**src/rtl/core/dotq_pkg.sv**
```systemverilog
// ----------------------------------------------------------------------------
// dotq_pkg
// Shared types and codes of the deadline-ordered timer queue.
// ----------------------------------------------------------------------------
package dotq_pkg;

    // Result kinds as they appear on the result port
    localparam logic [2:0] RK_DUE    = 3'd0;
    localparam logic [2:0] RK_ARMED  = 3'd1;
    localparam logic [2:0] RK_QUEUED = 3'd2;
    localparam logic [2:0] RK_EMPTY  = 3'd3;
    localparam logic [2:0] RK_REJECT = 3'd4;

    // Input kind codes
    localparam logic [1:0] KIND_ENQ = 2'd0;
    localparam logic [1:0] KIND_SVC = 2'd1;
    localparam logic [1:0] KIND_CAN = 2'd2;

    localparam int CLICK_BITS = 16;
    localparam int ID_BITS    = 4;

    typedef enum logic [1:0] {
        OP_ENQ,
        OP_SVC,
        OP_CAN,
        OP_BAD
    } op_t;

    typedef struct packed {
        op_t               op;
        logic [ID_BITS-1:0] id;
    } cmd_t;

    typedef struct packed {
        logic [2:0]            kind;
        logic [ID_BITS-1:0]    id;
        logic [CLICK_BITS-1:0] cmp;
        logic                  last;
    } res_t;

    typedef enum logic [1:0] {
        ST_IDLE,
        ST_SERVICE,
        ST_REQUEUE
    } state_t;

endpackage

```
**src/rtl/core/dotq_front.sv**
```systemverilog
// ----------------------------------------------------------------------------
// dotq_front
// Accepts input beats, decodes the kind and holds them in a two-entry queue.
// ----------------------------------------------------------------------------
module dotq_front #(
    parameter int TIME_BITS = 32
) (
    input  logic                         clk,
    input  logic                         rst_n,
    input  logic                         push,
    output logic                         full,
    input  logic [1:0]                   kind,
    input  logic [dotq_pkg::ID_BITS-1:0] task_id,
    input  logic [TIME_BITS-1:0]         due_time,
    input  logic [TIME_BITS-1:0]         current_time,
    output logic                         cmd_valid,
    output dotq_pkg::cmd_t               cmd,
    output logic [TIME_BITS-1:0]         cmd_due,
    output logic [TIME_BITS-1:0]         cmd_now,
    input  logic                         cmd_take
);
    import dotq_pkg::*;

    cmd_t                 q_cmd_reg [2];
    logic [TIME_BITS-1:0] q_due_reg [2];
    logic [TIME_BITS-1:0] q_now_reg [2];
    logic                 wr_ptr_reg, wr_ptr_next;
    logic                 rd_ptr_reg, rd_ptr_next;
    logic [1:0]           cnt_reg, cnt_next;
    logic                 do_wr, do_rd;
    cmd_t                 dec;

    // Decode the kind field
    always_comb
    begin
        dec.id = task_id;
        unique case (kind)
            KIND_ENQ: dec.op = OP_ENQ;
            KIND_SVC: dec.op = OP_SVC;
            KIND_CAN: dec.op = OP_CAN;
            default:  dec.op = OP_BAD;
        endcase
    end

    assign full      = (cnt_reg == 2'd2);
    assign cmd_valid = (cnt_reg != 2'd0);
    assign do_wr     = push && !full;
    assign do_rd     = cmd_take && cmd_valid;
    assign cmd       = q_cmd_reg[rd_ptr_reg];
    assign cmd_due   = q_due_reg[rd_ptr_reg];
    assign cmd_now   = q_now_reg[rd_ptr_reg];

    // Advance pointers and count
    always_comb
    begin
        wr_ptr_next = wr_ptr_reg ^ do_wr;
        rd_ptr_next = rd_ptr_reg ^ do_rd;
        cnt_next    = cnt_reg + {1'b0, do_wr} - {1'b0, do_rd};
    end

    always_ff @(posedge clk or negedge rst_n)
    begin
        if (!rst_n)
        begin
            wr_ptr_reg <= 1'b0;
            rd_ptr_reg <= 1'b0;
            cnt_reg    <= 2'd0;
        end
        else
        begin
            wr_ptr_reg <= wr_ptr_next;
            rd_ptr_reg <= rd_ptr_next;
            cnt_reg    <= cnt_next;
        end
    end

    // Hold the accepted beat
    always_ff @(posedge clk)
    begin
        if (do_wr)
        begin
            q_cmd_reg[wr_ptr_reg] <= dec;
            q_due_reg[wr_ptr_reg] <= due_time;
            q_now_reg[wr_ptr_reg] <= current_time;
        end
    end

endmodule

```
**src/rtl/core/dotq_back.sv**
```systemverilog
// ----------------------------------------------------------------------------
// dotq_back
// Sorted slot cells and the sequencer that carries out each command,
// with a two-entry result queue.
// ----------------------------------------------------------------------------
module dotq_back #(
    parameter int DEPTH     = 16,
    parameter int TIME_BITS = 32
) (
    input  logic                            clk,
    input  logic                            rst_n,
    input  logic                            cmd_valid,
    input  dotq_pkg::cmd_t                  cmd,
    input  logic [TIME_BITS-1:0]            cmd_due,
    input  logic [TIME_BITS-1:0]            cmd_now,
    output logic                            cmd_take,
    input  logic [dotq_pkg::CLICK_BITS-1:0] clip_limit,
    output logic                            res_valid,
    output dotq_pkg::res_t                  res,
    input  logic                            res_take
);
    import dotq_pkg::*;

    localparam int CW = $clog2(DEPTH + 1);

    logic [TIME_BITS-1:0] due_reg [DEPTH];
    logic [ID_BITS-1:0]   id_reg  [DEPTH];
    logic [CW-1:0]        count_reg, count_next;
    state_t               state_reg, state_next;
    logic [TIME_BITS-1:0] now_reg;
    logic [ID_BITS-1:0]   rq_id_reg;

    res_t       rq_reg [2];
    logic       rwr_reg, rrd_reg;
    logic [1:0] rcnt_reg;
    logic       space;

    logic [DEPTH-1:0]     le, match, pre;
    logic [TIME_BITS-1:0] ins_due, due_m;
    logic [ID_BITS-1:0]   ins_id;
    logic                 any_match, q_full, head_due;
    logic                 ins_en, pop_en, rem_en, push_res, latch;
    res_t                 res_new;

    function automatic logic [CLICK_BITS-1:0] compare_for(
        input logic [TIME_BITS-1:0]  due,
        input logic [TIME_BITS-1:0]  now,
        input logic [CLICK_BITS-1:0] mx
    );
        logic [TIME_BITS-1:0] rem;
        rem = (due > now) ? (due - now) : '0;
        if (rem < TIME_BITS'(mx))
            compare_for = rem[CLICK_BITS-1:0];
        else
            compare_for = mx;
    endfunction

    // Insert key: the latched cancel in requeue, the command otherwise
    assign ins_due = (state_reg == ST_REQUEUE) ? now_reg   : cmd_due;
    assign ins_id  = (state_reg == ST_REQUEUE) ? rq_id_reg : cmd.id;

    // Per-cell compares and the prefix of the id match
    always_comb
    begin
        due_m = '0;
        for (int i = 0; i < DEPTH; i++)
        begin
            le[i]    = (CW'(i) < count_reg) && (due_reg[i] <= ins_due);
            match[i] = (CW'(i) < count_reg) && (id_reg[i] == cmd.id);
            pre[i]   = (i == 0) ? match[i] : (pre[i-1] | match[i]);
            if (match[i])
                due_m = due_m | due_reg[i];
        end
    end

    assign any_match = pre[DEPTH-1];
    assign q_full    = (count_reg == CW'(DEPTH));
    assign head_due  = (count_reg != '0) && (due_reg[0] <= now_reg);
    assign space     = (rcnt_reg != 2'd2);

    // Next state
    always_comb
    begin
        state_next = state_reg;
        unique case (state_reg)
            ST_IDLE:
                if (cmd_valid && space)
                begin
                    if (cmd.op == OP_SVC)
                        state_next = ST_SERVICE;
                    else if (cmd.op == OP_CAN && any_match && (cmd_now < due_m))
                        state_next = ST_REQUEUE;
                end
            ST_SERVICE:
                if (space && !head_due)
                    state_next = ST_IDLE;
            ST_REQUEUE:
                if (space)
                    state_next = ST_IDLE;
            default:
                state_next = ST_IDLE;
        endcase
    end

    // Sequencer outputs
    always_comb
    begin
        cmd_take = 1'b0;
        ins_en   = 1'b0;
        pop_en   = 1'b0;
        rem_en   = 1'b0;
        push_res = 1'b0;
        latch    = 1'b0;
        res_new  = '{kind: RK_REJECT, id: '0, cmp: '0, last: 1'b1};
        unique case (state_reg)
            ST_IDLE:
                if (cmd_valid && space)
                begin
                    cmd_take = 1'b1;
                    unique case (cmd.op)
                        OP_ENQ:
                        begin
                            push_res = 1'b1;
                            if (!q_full && !any_match)
                            begin
                                ins_en = 1'b1;
                                if (!le[0])
                                begin
                                    res_new.kind = RK_ARMED;
                                    res_new.cmp  = compare_for(cmd_due, cmd_now, clip_limit);
                                end
                                else
                                    res_new.kind = RK_QUEUED;
                            end
                        end
                        OP_SVC:
                            latch = 1'b1;
                        OP_CAN:
                        begin
                            if (!any_match)
                                push_res = 1'b1;
                            else if (!(cmd_now < due_m))
                            begin
                                push_res     = 1'b1;
                                res_new.kind = RK_QUEUED;
                            end
                            else
                            begin
                                rem_en = 1'b1;
                                latch  = 1'b1;
                            end
                        end
                        default:
                            push_res = 1'b1;
                    endcase
                end
            ST_SERVICE:
                if (space)
                begin
                    push_res = 1'b1;
                    if (head_due)
                    begin
                        pop_en       = 1'b1;
                        res_new.kind = RK_DUE;
                        res_new.id   = id_reg[0];
                        res_new.last = 1'b0;
                    end
                    else if (count_reg != '0)
                    begin
                        res_new.kind = RK_ARMED;
                        res_new.cmp  = compare_for(due_reg[0], now_reg, clip_limit);
                    end
                    else
                        res_new.kind = RK_EMPTY;
                end
            ST_REQUEUE:
                if (space)
                begin
                    push_res     = 1'b1;
                    ins_en       = 1'b1;
                    res_new.kind = le[0] ? RK_QUEUED : RK_ARMED;
                end
            default:
                ;
        endcase
    end

    // Occupancy
    always_comb
    begin
        count_next = count_reg;
        if (ins_en)
            count_next = count_reg + CW'(1);
        else if (pop_en || rem_en)
            count_next = count_reg - CW'(1);
    end

    always_ff @(posedge clk or negedge rst_n)
    begin
        if (!rst_n)
        begin
            state_reg <= ST_IDLE;
            count_reg <= '0;
        end
        else
        begin
            state_reg <= state_next;
            count_reg <= count_next;
        end
    end

    // Latch time and id for multi-cycle commands
    always_ff @(posedge clk)
    begin
        if (latch)
        begin
            now_reg   <= cmd_now;
            rq_id_reg <= cmd.id;
        end
    end

    // Shift the slot cells
    always_ff @(posedge clk)
    begin
        for (int i = 0; i < DEPTH; i++)
        begin
            if (ins_en && !le[i])
            begin
                if (i == 0 || le[(i == 0) ? 0 : i-1])
                begin
                    due_reg[i] <= ins_due;
                    id_reg[i]  <= ins_id;
                end
                else
                begin
                    due_reg[i] <= due_reg[(i == 0) ? 0 : i-1];
                    id_reg[i]  <= id_reg[(i == 0) ? 0 : i-1];
                end
            end
            else if ((pop_en || (rem_en && pre[i])) && i < DEPTH-1)
            begin
                due_reg[i] <= due_reg[(i < DEPTH-1) ? i+1 : i];
                id_reg[i]  <= id_reg[(i < DEPTH-1) ? i+1 : i];
            end
        end
    end

    // Result queue
    assign res_valid = (rcnt_reg != 2'd0);
    assign res       = rq_reg[rrd_reg];

    always_ff @(posedge clk or negedge rst_n)
    begin
        if (!rst_n)
        begin
            rwr_reg  <= 1'b0;
            rrd_reg  <= 1'b0;
            rcnt_reg <= 2'd0;
        end
        else
        begin
            rwr_reg  <= rwr_reg ^ push_res;
            rrd_reg  <= rrd_reg ^ (res_take && res_valid);
            rcnt_reg <= rcnt_reg + {1'b0, push_res} - {1'b0, res_take && res_valid};
        end
    end

    always_ff @(posedge clk)
    begin
        if (push_res)
            rq_reg[rwr_reg] <= res_new;
    end

endmodule

```
**src/rtl/core/deadline_ordered_timer_queue_top.sv**
```systemverilog
// ----------------------------------------------------------------------------
// deadline_ordered_timer_queue_top
// Deadline-ordered timer queue with a one-shot compare output.
// ----------------------------------------------------------------------------
// Push an item when full is low; pop results while empty is low. An enqueue,
// a cancel that does not requeue and an unused kind give their single result
// when the sequencer takes the item from the front queue, and it is
// registered in the result queue; a cancel that requeues first removes the
// task and gives its result from the requeue state. A service item first
// latches the time and then yields one result per cycle while the result
// queue has space, one per due task plus a final one. Each item is carried
// out by the single sequencer over the sorted slot cells, which shift by one
// place per cycle. Results wait in a two-entry queue and the sequencer stalls
// while it is full; a two-entry front queue holds further input beats meanwhile.
// ----------------------------------------------------------------------------
module deadline_ordered_timer_queue_top #(
    parameter int DEPTH     = 16,
    parameter int TIME_BITS = 32
) (
    input  logic                            clk,
    input  logic                            rst_n,
    input  logic                            push,
    output logic                            full,
    input  logic [1:0]                      kind,
    input  logic [dotq_pkg::ID_BITS-1:0]    task_id,
    input  logic [TIME_BITS-1:0]            due_time,
    input  logic [TIME_BITS-1:0]            current_time,
    output logic                            empty,
    input  logic                            pop,
    output logic [2:0]                      result_kind,
    output logic [dotq_pkg::ID_BITS-1:0]    due_task_id,
    output logic [dotq_pkg::CLICK_BITS-1:0] compare_clicks,
    output logic                            last_result,
    input  logic                            cfg_valid,
    output logic                            cfg_ready,
    input  logic [dotq_pkg::CLICK_BITS-1:0] cfg_data
);
    import dotq_pkg::*;

    logic [CLICK_BITS-1:0] clip_limit_reg;
    logic                  cmd_valid, cmd_take, res_valid;
    cmd_t                  cmd;
    logic [TIME_BITS-1:0]  cmd_due, cmd_now;
    res_t                  res;

    // Hold the compare limit
    assign cfg_ready = 1'b1;

    always_ff @(posedge clk or negedge rst_n)
    begin
        if (!rst_n)
            clip_limit_reg <= '1;
        else if (cfg_valid)
            clip_limit_reg <= cfg_data;
    end

    dotq_front #(.TIME_BITS(TIME_BITS)) u_front (
        .clk          (clk),
        .rst_n        (rst_n),
        .push         (push),
        .full         (full),
        .kind         (kind),
        .task_id      (task_id),
        .due_time     (due_time),
        .current_time (current_time),
        .cmd_valid    (cmd_valid),
        .cmd          (cmd),
        .cmd_due      (cmd_due),
        .cmd_now      (cmd_now),
        .cmd_take     (cmd_take)
    );

    dotq_back #(.DEPTH(DEPTH), .TIME_BITS(TIME_BITS)) u_back (
        .clk        (clk),
        .rst_n      (rst_n),
        .cmd_valid  (cmd_valid),
        .cmd        (cmd),
        .cmd_due    (cmd_due),
        .cmd_now    (cmd_now),
        .cmd_take   (cmd_take),
        .clip_limit (clip_limit_reg),
        .res_valid  (res_valid),
        .res        (res),
        .res_take   (pop)
    );

    assign empty          = !res_valid;
    assign result_kind    = res.kind;
    assign due_task_id    = res.id;
    assign compare_clicks = res.cmp;
    assign last_result    = res.last;

endmodule

```
**config.mk**
```make
export PLATFORM = sky130hd
export DESIGN_NAME = deadline_ordered_timer_queue_top
export DESIGN_NICKNAME = d
export VERILOG_FILES = /design/src/rtl/core/dotq_pkg.sv /design/src/rtl/core/dotq_front.sv /design/src/rtl/core/dotq_back.sv /design/src/rtl/core/deadline_ordered_timer_queue_top.sv
export SDC_FILE = /design/constraint.sdc
export NUM_CORES = 2
export LEC_CHECK = 0
export ABC_AREA = 1
export ABC_CLOCK_PERIOD_IN_PS = 8950
export BUFFER_PORTS_ARGS = -buffer_cell sky130_fd_sc_hd__buf_2
export CAP_MARGIN = 15
export CORE_ASPECT_RATIO = 0.5
export CORE_UTILIZATION = 25
export CTS_CLUSTER_DIAMETER = 40
export DETAILED_ROUTE_END_ITERATION = 7
export GPL_ROUTABILITY_DRIVEN = 0
export SYNTH_ARGS = -nofsm -noshare
export SYNTH_HDL_FRONTEND = slang
export SYNTH_SLANG_ARGS = --single-unit
export TNS_END_PERCENT = 5
```
**constraint.sdc**
```tcl
create_clock -name clk -period 8.95 [get_ports clk]
set_input_delay 2.685 -clock clk [delete_from_list [all_inputs] [get_ports clk]]
set_output_delay 2.685 -clock clk [all_outputs]
set_load 0.01 [all_outputs]
```
==> results.yml <==
global_routing:
  track_usage_pct: 18.87
  grt_max_degree: 73
  grt_pass1_vias: 56180
  grt_overflow: 0
  antenna_found_initial: 1
  grt_first_pass_wirelength_mm: 364.0
finish:
  antenna_cells: 0
  largest_reg_flops: 512
  drive_gt1_share_pct: 8.987
  syn_to_final_growth_pct: 16.72
  final_common_cell: "nand2_1"
  nets: 8844
  final_cell_mix: "nand2_1 (2998), edfxtp_1 (800), ha_1 (653)"
critical_path:
  cp.depth: 25
  crit_required_ps: 9410
  critical-path-top-delay-family: "simple AND/OR/NAND/NOR gates"
  crit_buf_inv: 5
  worstRegToRegCells: 25
  crit_path_end: "u_back.due_reg[10][18]"
  r2r_start: "u_front.rd_ptr_reg"
  cp.arrival_ps: 8460
  r2r_slack_ps: 950
  crit_fanout: 22
  critical_path_class: "flop to flop"
  cp-start-kind: "flop"
  max_stage_delay_ps: 960
  startpoint: "u_front.rd_ptr_reg"
  reg2reg_to: "u_back.due_reg[10][18]"
  endpoint_kind: "flop"
  slowest_stage: "a2111oi_0"
clock_network:
  post_cts_resized: 0
  cts_root_buf: "clkbuf_16"
  cts_buffer_depth: 3
  postCtsSetupRepairBufs: 0
  clk_pin_slew_worst_paths_ps: 50
  cts_tree: "done"
  clkSinkCount: 831
  htree_levels: 4
  postCtsHoldBufs: 0
  insertion_delay_ps: 800
  numCtsBuffers: 161
floorplanning:
  ioPinCount: 118
  core_area_um2: 248100
  die_h_um: 355.8
  dieArea_um2: 252500
  initial_core_util_pct: 25.23
  die_w_um: 709.7
  row_count: 129
drt:
  via_per_inst: 5.233
  first_pass_iters: 7
  wl_per_cell_um: 21.21
  num_vias: 60510
  routed_wl_mm: 245.2
  post-route-drc-count: 0
  ant_nets: 0
  drt_iter0_markers: 8100
timing:
  final.min_clock_period_ps: 7999
  setup_viol: 0
  finalClockSkew_ps: 34.56
  finalCritPeriodShare_pct: 89.37
  relSlewSlack_pct: 5.221
  hold_viol_final: 0
  fin_setup_tns_ps: 0
  finalMaxSlewViolations: 0
  tightest_slew_ps: 1386
  setup_slack_ps: 951.3
  grt_setup_unrepaired: "false"
  timing.fmax_mhz: 125.0
synth:
  syn-cell-area_um2: 62600
  synth_ff_type: "edfxtp_1"
  ys_warn_count: 0
  yosys-top-cells-area: "edfxtp_1 (38%), nand2_1 (18%), ha_1 (13%)"
  synthArstFlopShare_pct: 3.730
  synth_cell_type_count: 62
  syn_inst: 8018
  yosysTopAreaCell: "edfxtp_1"
  synth_top_cell_area_share_pct: 38.38
  synth_seq_cells: 831
  synth_nets: 8767
  avgSynthCellArea_um2: 7.807
  yosysSeqAreaShare_pct: 39.65
  synth-edff-count: 800
run_status:
  status: "completed"
placed_design:
  hpwlAfterDp_mm: 186.2
  port-buffer-count: 116
  place_worst_setup_slack_ps: 1078
flow_run:
  cap_violations: 0
hold_path:
  worstHoldPathType: "flop to flop"
-- per-layer routing --
layer	track usage [%]	routed length (um)	vias up
met5	0	0	-
met2	27.97	102600	3421
li1	-	-	27740
met3	3.747	25730	614
met4	10.21	14410	0
met1	25.77	102500	28740
-- worst min path at each step --
| stage | slack, ps | start | cells past startpoint | to |
|---|---|---|---|---|
| after floorplan | 500 | clip_limit_reg[0] | 2 | clip_limit_reg[0] |
| after global placement | 540 | u_back.state_reg[0] | 2 | u_back.state_reg[0] |
| after detailed placement | 560 | u_front.cnt_reg[1] | 2 | u_front.cnt_reg[1] |
| after CTS | 560 | u_back.id_reg[14][3] | 2 | u_back.id_reg[13][3] |
| after global routing | 580 | clip_limit_reg[0] | 2 | clip_limit_reg[0] |
| final | 570 | u_back.state_reg[0] | 2 | u_back.state_reg[0] |
-- stage by stage --
step | util [%] | hold slack [ps] | instances | instance area, um2
after floorplan | - | 496.2 | 8018 | 62600
after global placement | 27.19 | 541.4 | 11270 | 67440
after detailed placement | 27.19 | 558.1 | 11270 | 67460
after CTS | 29.45 | 561.5 | 11560 | 73060
after global routing | 29.45 | 577.6 | 11560 | 73060
final | 29.45 | 565.2 | 11560 | 73060
-- synthesized netlist by cell type, types with 37 or more instances --
cell type,n
o21ai_1,94
nor4_1,37
a21oi_1,376
o221ai_1,44
edfxtp_1,800
inv_1,638
o2111ai_1,53
a221oi_1,50
o21ai_0,330
buf_2,107
nand4_1,139
nand3_1,643
ha_1,656
o211ai_1,56
nand2_1,3012
clkbuf_1,218
nor2_1,239
or2_2,47
-- worst reg2reg max path: stages (launching register included) --
cell,delay (ps)
dfrtp_2,490
inv_2,350
nand2_2,250
nand2_2,400
nand2_1,90
nand3_1,90
nor2_1,60
nand2_1,160
inv_1,310
buf_4,330
a221oi_1,410
o2111ai_1,260
a2111oi_0,960
buf_4,300
ha_1,250
a21oi_1,150
nor2_1,60
a211oi_1,180
o221a_2,220
nand2_1,220
nand2_1,190
nand4_1,180
nand2_2,450
nand3_1,400
nand2_2,550
buf_4,370
-- cells by family after synthesis --
kind of cell	synth area share, %
adders and majority gates	13.18
and+or+nand+nor	28.20
AOI/OAI and AO/OA	11.24
DFF	39.65
xor gates and xnor gates	0.9794
other	0.005991
buffers and inverters	6.738
muxes	0.01599
-- final cells by class --
| type | count | area [um2] |
|---|---|---|
| inverter | 661 | 2481 |
| tap | 3340 | 4179 |
| fill | 26350 | 175000 |
| sequential | 831 | 24820 |
| timing repair buffer | 294 | 2004 |
| multi-input combinational | 6146 | 33970 |
| clock inverter | 102 | 1325 |
| clock buffer | 189 | 4282 |
Power is left out: the tool's default activity adds up to more than one toggle a clock period on the data nets, which glitch-free logic cannot reach.
